--- config.mk ---
export PLATFORM = sky130hd
export DESIGN_NAME = deadline_timer_queue
export DESIGN_NICKNAME = d
export VERILOG_FILES = /design/src/design/dtq_pkg.sv /design/src/design/dtq_ram.sv /design/src/design/deadline_timer_queue.sv
export VERILOG_INCLUDE_DIRS = /design/src /design/src/design
export SDC_FILE = /design/constraint.sdc
export NUM_CORES = 2
export LEC_CHECK = 0
export ABC_AREA = 1
export BUFFER_PORTS_ARGS = -buffer_cell sky130_fd_sc_hd__buf_2
export CORE_MARGIN = 2
export CORE_UTILIZATION = 48
export CTS_CLUSTER_SIZE = 12
export DETAILED_ROUTE_END_ITERATION = 8
export PLACE_DENSITY = 0.66
export RECOVER_POWER = 100
export SYNTH_ARGS = -nofsm -noshare
export SYNTH_HDL_FRONTEND = slang
export SYNTH_HIERARCHICAL = 1
export SYNTH_SLANG_ARGS = --single-unit
--- constraint.sdc ---
create_clock -name clock -period 4.75 [get_ports clock]
set_input_delay 0.475 -clock clock [delete_from_list [all_inputs] [get_ports clock]]
set_output_delay 0.475 -clock clock [all_outputs]
set_load 0.02 [all_outputs]
--- src/design/assert_macros.svh ---
// Assertion macros for the timer queue RTL.
`ifndef ASSERT_MACROS_SVH
`define ASSERT_MACROS_SVH

// Implication checked at every clock edge outside reset.
`define DTQ_ASSERT_IMP(lbl, clk, rst, ante, cons, msg) \
   lbl: assert property (@(posedge clk) disable iff (rst) (ante) |-> (cons)) \
      else $error(msg);

// Implication whose consequent is checked in the cycle after the antecedent.
`define DTQ_ASSERT_NEXT(lbl, clk, rst, ante, cons, msg) \
   lbl: assert property (@(posedge clk) disable iff (rst) (ante) |=> (cons)) \
      else $error(msg);

`endif

--- src/design/dtq_pkg.sv ---
// Types and constants of the deadline timer queue.
package dtq_pkg;

   localparam int SLOTS_DEF     = 16;
   localparam int TIME_BITS_DEF = 32;
   localparam int LEAD_BITS     = 10;
   localparam logic [LEAD_BITS-1:0] LEAD_RESET = 10'd10;

   typedef enum logic [1:0] {
      FN_SCHED  = 2'd0,
      FN_CANCEL = 2'd1,
      FN_EXPIRE = 2'd2,
      FN_DONE   = 2'd3
   } func_type;

   typedef enum logic [1:0] {
      KD_GRANT  = 2'd0,
      KD_FIRED  = 2'd1,
      KD_ALARM  = 2'd2,
      KD_CANACK = 2'd3
   } kind_type;

   typedef enum logic [4:0] {
      ST_IDLE,
      ST_FIND,
      ST_GRANT,
      ST_GRANT_ERR,
      ST_CANCEL,
      ST_INS_RD,
      ST_INS_CMP,
      ST_INS_DO,
      ST_PURGE,
      ST_PUSH_RD,
      ST_PUSH_CHK,
      ST_ALARM_RD,
      ST_ALARM,
      ST_EXP_HEAD,
      ST_EXP_CHK,
      ST_DONE_CHK,
      ST_PERIOD
   } state_type;

endpackage

--- src/design/dtq_ram.sv ---
// Generic single-port-write, registered-read RAM.
module dtq_ram #(
   parameter int WIDTH = 32,
   parameter int DEPTH = 16
) (
   input  logic                     clock,
   input  logic                     wr_en,
   input  logic [$clog2(DEPTH)-1:0] wr_addr,
   input  logic [WIDTH-1:0]         wr_data,
   input  logic                     rd_en,
   input  logic [$clog2(DEPTH)-1:0] rd_addr,
   output logic [WIDTH-1:0]         rd_data
);

   logic [WIDTH-1:0] mem_ff [DEPTH];
   logic [WIDTH-1:0] rd_data_ff;

   always_ff @(posedge clock) begin
      if (wr_en) begin
         mem_ff[wr_addr] <= wr_data;
      end
      if (rd_en) begin
         rd_data_ff <= mem_ff[rd_addr];
      end
   end

   assign rd_data = rd_data_ff;

endmodule

--- src/design/deadline_timer_queue.sv ---
// Top level of the deadline timer queue: event sequencer, slot flags, queue.
//
//  channel  dir  handshake            beat
//  req_     in   req_valid/req_stall  one timer event
//  rsp_     out  rsp_valid/rsp_stall  one result, rsp_last on the final one
//  csr_     in   csr_valid/csr_ready  min_lead_ms write
//
// An event's length is set by output stalls and by the walk of the deadline
// memory, a read state and a compare or check state per entry during sorted
// insertion and head expiry, and by the purge, one queue entry a cycle.
// Free-slot search scans one slot a cycle.
// Reset is synchronous, active high; no clearing pass is needed.
// A stalled result holds the sequencer at the state that emits it.
`include "assert_macros.svh"

module deadline_timer_queue
   import dtq_pkg::*;
#(
   parameter int SLOTS     = SLOTS_DEF,
   parameter int TIME_BITS = TIME_BITS_DEF
) (
   input  logic                 clock,
   input  logic                 reset,
   input  logic                 req_valid,
   output logic                 req_stall,
   input  logic [1:0]           req_func,
   input  logic [31:0]          req_now_ms,
   input  logic [30:0]          req_delay_ms,
   input  logic [30:0]          req_period_ms,
   input  logic [3:0]           req_slot_id,
   output logic                 rsp_valid,
   input  logic                 rsp_stall,
   output logic [1:0]           rsp_kind,
   output logic [3:0]           rsp_slot_out,
   output logic [31:0]          rsp_alarm_time,
   output logic                 rsp_alarm_armed,
   output logic                 rsp_error,
   output logic                 rsp_last,
   input  logic                 csr_valid,
   output logic                 csr_ready,
   input  logic [LEAD_BITS-1:0] csr_min_lead_ms
);

   localparam int SW = $clog2(SLOTS);
   localparam int CW = $clog2(SLOTS + 1);
   localparam int TB = TIME_BITS;

   // control state
   state_type            state_ff, state_in;
   logic [SLOTS-1:0]     valid_ff, valid_in;
   logic [SLOTS-1:0]     canc_ff, canc_in;
   logic [SLOTS-1:0]     queued_ff, queued_in;
   logic [CW-1:0]        cnt_ff, cnt_in;
   logic                 rsp_v_ff, rsp_v_in;
   logic [LEAD_BITS-1:0] lead_ff, lead_in;

   // working registers
   logic [TB-1:0]        now_ff, now_in;
   logic [TB-1:0]        new_dl_ff, new_dl_in;
   logic [30:0]          period_ff, period_in;
   logic [3:0]           sid_ff, sid_in;
   logic [SW-1:0]        idx_ff, idx_in;
   logic [SW-1:0]        cur_ff, cur_in;
   logic [CW-1:0]        pos_ff, pos_in;
   logic [CW-1:0]        wri_ff, wri_in;
   logic [SW-1:0]        q_ff [SLOTS];
   logic [SW-1:0]        q_in [SLOTS];

   // result register
   logic [1:0]           kind_ff, kind_in;
   logic [3:0]           slot_ff, slot_in;
   logic [31:0]          alarm_ff, alarm_in;
   logic                 armed_ff, armed_in;
   logic                 err_ff, err_in;
   logic                 last_ff, last_in;

   // memories
   logic                 dl_we, dl_re, pr_we, pr_re;
   logic [SW-1:0]        dl_waddr, dl_raddr, pr_raddr;
   logic [TB-1:0]        dl_wdata, dl_rdata;
   logic [30:0]          pr_rdata;

   logic                 out_free;
   logic [SW-1:0]        sid_idx;
   logic                 sid_range;
   logic [SW-1:0]        head;
   logic [SW-1:0]        rd_slot;

   function automatic logic is_near(input logic [TB-1:0] d, input logic [TB-1:0] n,
                                    input logic [LEAD_BITS-1:0] lead);
      logic [TB-1:0] diff;
      diff = d - n;
      return diff[TB-1] || (diff < TB'(lead));
   endfunction

   function automatic logic is_before(input logic [TB-1:0] a, input logic [TB-1:0] b);
      logic [TB-1:0] diff;
      diff = a - b;
      return diff[TB-1];
   endfunction

   dtq_ram #(.WIDTH(TB), .DEPTH(SLOTS)) u_dl_ram (
      .clock   (clock),
      .wr_en   (dl_we),
      .wr_addr (dl_waddr),
      .wr_data (dl_wdata),
      .rd_en   (dl_re),
      .rd_addr (dl_raddr),
      .rd_data (dl_rdata)
   );

   dtq_ram #(.WIDTH(31), .DEPTH(SLOTS)) u_pr_ram (
      .clock   (clock),
      .wr_en   (pr_we),
      .wr_addr (idx_ff),
      .wr_data (period_ff),
      .rd_en   (pr_re),
      .rd_addr (pr_raddr),
      .rd_data (pr_rdata)
   );

   assign out_free  = !rsp_v_ff || !rsp_stall;
   assign sid_idx   = SW'(sid_ff);
   assign sid_range = int'(sid_ff) < SLOTS;
   assign head      = q_ff[0];
   assign rd_slot   = q_ff[pos_ff[SW-1:0]];
   assign pr_raddr  = sid_idx;

   assign req_stall = (state_ff != ST_IDLE);
   assign csr_ready = 1'b1;

   always_comb begin
      state_in  = state_ff;
      valid_in  = valid_ff;
      canc_in   = canc_ff;
      queued_in = queued_ff;
      cnt_in    = cnt_ff;
      lead_in   = lead_ff;
      now_in    = now_ff;
      new_dl_in = new_dl_ff;
      period_in = period_ff;
      sid_in    = sid_ff;
      idx_in    = idx_ff;
      cur_in    = cur_ff;
      pos_in    = pos_ff;
      wri_in    = wri_ff;
      q_in      = q_ff;
      kind_in   = kind_ff;
      slot_in   = slot_ff;
      alarm_in  = alarm_ff;
      armed_in  = armed_ff;
      err_in    = err_ff;
      last_in   = last_ff;
      rsp_v_in  = rsp_stall ? rsp_v_ff : 1'b0;
      dl_we     = 1'b0;
      dl_waddr  = cur_ff;
      dl_wdata  = new_dl_ff;
      dl_re     = 1'b0;
      dl_raddr  = head;
      pr_we     = 1'b0;
      pr_re     = 1'b0;

      if (csr_valid) begin
         lead_in = csr_min_lead_ms;
      end

      unique case (state_ff)
         ST_IDLE: begin
            if (req_valid) begin
               now_in    = TB'(req_now_ms);
               new_dl_in = TB'(req_now_ms) + TB'(req_delay_ms);
               period_in = req_period_ms;
               sid_in    = req_slot_id;
               idx_in    = '0;
               unique case (func_type'(req_func))
                  FN_SCHED:  state_in = ST_FIND;
                  FN_CANCEL: state_in = ST_CANCEL;
                  FN_EXPIRE: state_in = ST_EXP_HEAD;
                  FN_DONE:   state_in = ST_DONE_CHK;
                  default:   state_in = ST_IDLE;
               endcase
            end
         end

         ST_FIND: begin
            if (!valid_ff[idx_ff]) begin
               valid_in[idx_ff] = 1'b1;
               canc_in[idx_ff]  = 1'b0;
               dl_we    = 1'b1;
               dl_waddr = idx_ff;
               pr_we    = 1'b1;
               cur_in   = idx_ff;
               state_in = ST_GRANT;
            end else if (idx_ff == SW'(SLOTS - 1)) begin
               state_in = ST_GRANT_ERR;
            end else begin
               idx_in = idx_ff + 1'b1;
            end
         end

         ST_GRANT: begin
            if (out_free) begin
               rsp_v_in = 1'b1;
               kind_in  = KD_GRANT;
               slot_in  = 4'(cur_ff);
               alarm_in = '0;
               armed_in = 1'b0;
               err_in   = 1'b0;
               last_in  = 1'b0;
               pos_in   = '0;
               state_in = ST_INS_RD;
            end
         end

         ST_GRANT_ERR: begin
            if (out_free) begin
               rsp_v_in = 1'b1;
               kind_in  = KD_GRANT;
               slot_in  = '0;
               alarm_in = '0;
               armed_in = 1'b0;
               err_in   = 1'b1;
               last_in  = 1'b1;
               state_in = ST_IDLE;
            end
         end

         ST_CANCEL: begin
            if (out_free) begin
               rsp_v_in = 1'b1;
               kind_in  = KD_CANACK;
               slot_in  = sid_ff;
               alarm_in = '0;
               armed_in = 1'b0;
               last_in  = 1'b1;
               err_in   = 1'b1;
               if (sid_range && valid_ff[sid_idx]) begin
                  canc_in[sid_idx] = 1'b1;
                  err_in = 1'b0;
               end
               state_in = ST_IDLE;
            end
         end

         // walk the queue until an entry is later than the new deadline
         ST_INS_RD: begin
            if (pos_ff == cnt_ff) begin
               state_in = ST_INS_DO;
            end else begin
               dl_re    = 1'b1;
               dl_raddr = rd_slot;
               state_in = ST_INS_CMP;
            end
         end

         ST_INS_CMP: begin
            if (is_before(new_dl_ff, dl_rdata)) begin
               state_in = ST_INS_DO;
            end else begin
               pos_in   = pos_ff + 1'b1;
               state_in = ST_INS_RD;
            end
         end

         ST_INS_DO: begin
            for (int i = 1; i < SLOTS; i++) begin
               if (CW'(i) > pos_ff) begin
                  q_in[i] = q_ff[i-1];
               end
            end
            q_in[pos_ff[SW-1:0]] = cur_ff;
            cnt_in           = cnt_ff + 1'b1;
            queued_in[cur_ff] = 1'b1;
            pos_in           = '0;
            wri_in           = '0;
            state_in         = ST_PURGE;
         end

         // compact the queue, dropping cancelled entries
         ST_PURGE: begin
            if (pos_ff == cnt_ff) begin
               cnt_in   = wri_ff;
               state_in = (wri_ff == '0) ? ST_ALARM_RD : ST_PUSH_RD;
            end else begin
               if (canc_ff[rd_slot]) begin
                  valid_in[rd_slot]  = 1'b0;
                  canc_in[rd_slot]   = 1'b0;
                  queued_in[rd_slot] = 1'b0;
               end else begin
                  q_in[wri_ff[SW-1:0]] = rd_slot;
                  wri_in = wri_ff + 1'b1;
               end
               pos_in = pos_ff + 1'b1;
            end
         end

         ST_PUSH_RD: begin
            dl_re    = 1'b1;
            dl_raddr = head;
            state_in = ST_PUSH_CHK;
         end

         ST_PUSH_CHK: begin
            if (is_near(dl_rdata, now_ff, lead_ff)) begin
               dl_we    = 1'b1;
               dl_waddr = head;
               dl_wdata = now_ff + TB'(lead_ff);
            end
            state_in = ST_ALARM_RD;
         end

         ST_ALARM_RD: begin
            dl_re    = (cnt_ff != '0);
            dl_raddr = head;
            state_in = ST_ALARM;
         end

         ST_ALARM: begin
            if (out_free) begin
               rsp_v_in = 1'b1;
               kind_in  = KD_ALARM;
               slot_in  = '0;
               armed_in = (cnt_ff != '0);
               alarm_in = (cnt_ff != '0) ? 32'(dl_rdata) : 32'd0;
               err_in   = 1'b0;
               last_in  = 1'b1;
               state_in = ST_IDLE;
            end
         end

         ST_EXP_HEAD: begin
            if (cnt_ff == '0) begin
               pos_in   = '0;
               wri_in   = '0;
               state_in = ST_PURGE;
            end else if (canc_ff[head]) begin
               valid_in[head]  = 1'b0;
               canc_in[head]   = 1'b0;
               queued_in[head] = 1'b0;
               for (int i = 0; i < SLOTS - 1; i++) begin
                  q_in[i] = q_ff[i+1];
               end
               cnt_in = cnt_ff - 1'b1;
            end else begin
               dl_re    = 1'b1;
               dl_raddr = head;
               state_in = ST_EXP_CHK;
            end
         end

         ST_EXP_CHK: begin
            if (!is_near(dl_rdata, now_ff, lead_ff)) begin
               pos_in   = '0;
               wri_in   = '0;
               state_in = ST_PURGE;
            end else if (out_free) begin
               rsp_v_in = 1'b1;
               kind_in  = KD_FIRED;
               slot_in  = 4'(head);
               alarm_in = '0;
               armed_in = 1'b0;
               err_in   = 1'b0;
               last_in  = 1'b0;
               queued_in[head] = 1'b0;
               for (int i = 0; i < SLOTS - 1; i++) begin
                  q_in[i] = q_ff[i+1];
               end
               cnt_in   = cnt_ff - 1'b1;
               state_in = ST_EXP_HEAD;
            end
         end

         ST_DONE_CHK: begin
            if (!sid_range || !valid_ff[sid_idx] || queued_ff[sid_idx]) begin
               state_in = ST_IDLE;
            end else if (canc_ff[sid_idx]) begin
               valid_in[sid_idx] = 1'b0;
               canc_in[sid_idx]  = 1'b0;
               state_in = ST_ALARM_RD;
            end else begin
               pr_re    = 1'b1;
               cur_in   = sid_idx;
               // re-queue a periodic timer once its period is back
               idx_in   = sid_idx;
               state_in = ST_PERIOD;
            end
         end

         ST_PERIOD: begin
            if (pr_rdata != '0) begin
               new_dl_in = now_ff + TB'(pr_rdata);
               dl_we     = 1'b1;
               dl_waddr  = cur_ff;
               dl_wdata  = now_ff + TB'(pr_rdata);
               pos_in    = '0;
               state_in  = ST_INS_RD;
            end else begin
               valid_in[cur_ff] = 1'b0;
               canc_in[cur_ff]  = 1'b0;
               state_in = ST_ALARM_RD;
            end
         end

         default: state_in = ST_IDLE;
      endcase
   end

   always_ff @(posedge clock) begin
      if (reset) begin
         state_ff  <= ST_IDLE;
         valid_ff  <= '0;
         canc_ff   <= '0;
         queued_ff <= '0;
         cnt_ff    <= '0;
         rsp_v_ff  <= 1'b0;
         lead_ff   <= LEAD_RESET;
      end else begin
         state_ff  <= state_in;
         valid_ff  <= valid_in;
         canc_ff   <= canc_in;
         queued_ff <= queued_in;
         cnt_ff    <= cnt_in;
         rsp_v_ff  <= rsp_v_in;
         lead_ff   <= lead_in;
      end
   end

   always_ff @(posedge clock) begin
      now_ff    <= now_in;
      new_dl_ff <= new_dl_in;
      period_ff <= period_in;
      sid_ff    <= sid_in;
      idx_ff    <= idx_in;
      cur_ff    <= cur_in;
      pos_ff    <= pos_in;
      wri_ff    <= wri_in;
      q_ff      <= q_in;
      kind_ff   <= kind_in;
      slot_ff   <= slot_in;
      alarm_ff  <= alarm_in;
      armed_ff  <= armed_in;
      err_ff    <= err_in;
      last_ff   <= last_in;
   end

   assign rsp_valid       = rsp_v_ff;
   assign rsp_kind        = kind_ff;
   assign rsp_slot_out    = slot_ff;
   assign rsp_alarm_time  = alarm_ff;
   assign rsp_alarm_armed = armed_ff;
   assign rsp_error       = err_ff;
   assign rsp_last        = last_ff;

   `DTQ_ASSERT_IMP(a_queued_valid, clock, reset, 1'b1, (queued_ff & ~valid_ff) == '0, "queued slot not valid")
   `DTQ_ASSERT_IMP(a_count_flags, clock, reset, state_ff == ST_IDLE, $countones(queued_ff) == int'(cnt_ff), "queue count disagrees with queued marks")
   `DTQ_ASSERT_NEXT(a_accept_busy, clock, reset, req_valid && !req_stall, state_ff != ST_IDLE, "accepted event left sequencer idle")

endmodule

==> summary.txt <==
Setup Crit Path Kind: reg2reg
Pint: 0.0257 W
synthesized area per cell: 8.86 µm²
worst skew pair latency: 810 ps
CTS tree: built
final worst path period share: 98.0%
flop-to-flop setup slack: 100 ps
H-tree depth: 4
Fin. Hold Viols: 0
Post-Route WL: 238 mm
Final Non-Filler Cells: 10,400
Pre-Repair DR Iteration Count: 8
CP max-delay cell: clkbuf_2
Crit Path Max Fanout: 73
Cell Area, Placed: 75,500 µm²
Area Growth Syn to Fin: 12.6%
detailed placement HPWL: 163 mm
Slew HR: -81.4%
final net count: 8,629
fin crit period: 4650 ps
worst path cell trace: buf_2, inv_6, clkbuf_2, nand3_1, nand3_1, nand3_1, nand2_1
YS warnings: 6
Mapped Area: 71,300 µm²
CP max stage delay: 1170 ps
DIE HEIGHT: 389 µm
Cell Pwr Density: 526 nW/µm²
CP most frequent cell: nand3_1
final clock skew: 62.4 ps
initial antenna violation count: 18
design area: 80,300 µm²
number of top-level pins: 159
hold crit path type: in2reg
Sw Pwr: 0.0166 W
Placer Congestion: 1.01
Max Cap Violations: 5
Switching Share: 39.2%
GRT Overall Usage: 30.8%
Worst-Margin Slew: 2700 ps
Std-Cell Rows: 141
clock-pin slew on the worst setup and hold paths: 60 ps
DIE WIDTH: 389 µm
Die Area: 152,000 µm²
dominant cell type by area after synthesis: edfxtp_1
Gate power share: 34.3%
Syn Inst Count: 8,045
Synth area leaders: edfxtp_1, nand2_1, inv_1
drt drc: 0
routed vias/inst: 5.61
first-pass GRT wire length: 348 mm
Crit. End Element: flip-flop
Lkg Pwr: 34.5 nW
largest net degree at the start of global routing: 164
worst-case clock buffer depth: 3
vias in the first global route: 54,000
fraction of the yosys area taken by sequential cells: 56.4%
grt ovf: 0
failing checks: capacitance limit, slew limit
fillers: 13,300
sequential share of power: 38.9%
Synth Flop Type: edfxtp_1
Critical Path RT: 5280 ps
Buf/Inv on CP: 3
CTS Root Cell: clkbuf_16
Initial DRC Count: 6,933
clock power share: 26.8%
core area: 148,000 µm²
remaining antenna violation count: 0
syn nets: 8,322
cell family contributing the most delay on the critical path: buffers and inverters
routed via count: 58,300
Post-synth EDFFs: 1,293
post-synthesis cell type count: 72
Initial Util: 48.3%
placed cell count: 10,100
CTS Buf Count: 150
Worst VDD drop: 361 µV
top-count cell post-synth: nand2_1
clk sinks: 1,362
share of cells above drive strength 1: 7.15%
Post-synth top cells: nand2_1, inv_1, edfxtp_1
flops & latches, synth: 1,362
Synth async-reset ratio: 0%
run status: finished with violations
routed len/inst: 22.9 µm
fin. max-slew vios: 161
startpoint types: flip-flop
Port Buffers: 157
endpoints failing setup: 0
Fmax achieved: 215 MHz
Arr. time, crit path: 5190 ps
top cell type's share of synthesized area: 54.5%
## routing by layer
metal	up-vias	global-route usage [%]	share of wire [%]	wire, µm
met4	16	10.9	3.6	8680
met2	2969	46.5	44	104000
met5	-	0	0.045	106
met3	475	5.12	9.5	22500
met1	27700	45.0	43	103000
li1	27200	-	-	-
## worst register-to-register path, cell delays in order, from the launching register on
cell and delay [ps]:
edfxtp_1 590, buf_2 1120, inv_6 520, clkbuf_2 1220, nand3_1 520, nand3_1 130
nand3_1 220, nand2_1 70
## per-stage QoR
step,hold slack [ps],total power (W),setup slack (ps),utilization (%),TNS [ps]
CTS,2.80,0.0423,36.2,54.8,0
floorplan,440,0.0254,-98.3,-,-39670
global placement,456,0.0308,92.7,51.1,0
detailed placement,469,0.0310,106,51.1,0
global route,17.9,0.0441,-7.57,54.4,-13.2
finish,34.8,0.0422,95.6,54.4,0
## cells by family (layout without fill, tap and decap cells)
family / Yosys count / after routing / synth area share (%)
simple gates: 3865 / 3865 / 22.7
buf+inv: 1668 / 2082 / 9.85
flops: 1362 / 1362 / 56.4
compound gates: 934 / 934 / 7.46
fa+ha+maj: 162 / 162 / 2.90
xor+xnor: 53 / 53 / 0.651
other cells: 1 / 7 / 0.00526
## registers in the layout, indices dropped and copies added, names as in the netlist, 5 cells and up
register          count
u_pr_ram/mem_ff     496
valid_ff             16
lead_ff              10
queued_ff            16
rsp_alarm_time       32
canc_ff              16
new_dl_ff            32
now_ff               32
state_ff              5
q_ff                 60
u_dl_ram/mem_ff     512
pos_ff                5
wri_ff                5
period_ff            31
cnt_ff                5
u_dl_ram/rd_data     32
u_pr_ram/rd_data     31
## power groups by stage
stage / sequential, W / clock, W / combinational, W
2_1_floorplan: 0.0164 / 0 / 0.00898
3_3_place_gp: 0.0165 / 0 / 0.0143
3_5_place_dp: 0.0166 / 0 / 0.0144
4_1_cts: 0.0164 / 0.0115 / 0.0145
5_1_grt: 0.0165 / 0.0119 / 0.0157
6_report: 0.0164 / 0.0113 / 0.0145
## final cells by class
class | count | area, µm² | area share (%)
Timing Repair Buffer | 475 | 3590 | 4.47
Inverter | 1348 | 5080 | 6.32
Tap cell | 1930 | 2410 | 3.01
Sequential cell | 1362 | 40200 | 50.1
Clock inverter | 75 | 791 | 0.985
Antenna cell | 6 | 15.0 | 0.0187
Clock buffer | 184 | 3940 | 4.91
Multi-Input combinational cell | 5015 | 24300 | 30.2
## cell usage in the layout (no fill, tap or decap), types with 8 or more instances in the layout
cell type / instances
a211oi_1: 9
a21oi_1: 355
a221oi_1: 8
a22oi_1: 32
a31oi_1: 17
buf_12: 45
buf_2: 82
buf_4: 126
bufinv_16: 8
clkbuf_1: 134
clkbuf_16: 151
clkbuf_2: 46
clkinv_1: 39
clkinv_2: 19
dfxtp_1: 69
dlygate4sd3_1: 66
edfxtp_1: 1293
ha_1: 156
inv_1: 1312
inv_2: 22
nand2_1: 2257
nand2_2: 8
nand3_1: 941
nand4_1: 58
nor2_1: 464
nor2_4: 29
nor3_1: 56
nor4_1: 11
o2111ai_1: 9
o211ai_1: 45
o21ai_0: 284
o21ai_1: 47
o221ai_1: 27
o22ai_1: 43
or2_2: 8
xnor2_1: 15
xor2_1: 38
## path summary, 6_finish.rpt
path | from | endpoint | depth (start not counted)
worst min register to register | valid_ff[13] | valid_ff[13] | 2
worst min-delay path | csr_min_lead_ms[1] | lead_ff[1] | 3
worst max register to register | pr_raddr[1] | u_pr_ram/rd_data[29] | 7
worst max-delay path | pr_raddr[1] | u_pr_ram/rd_data[29] | 7
## timing repair
action,4_1_cts,5_1_grt
setup buffers,0,2
hold endpoints to repair,67,0
setup endpoints to repair,0,530
gates resized for setup,0,8
hold buffers,66,0
No activity file was read; power rests on OpenSTA's default activity.
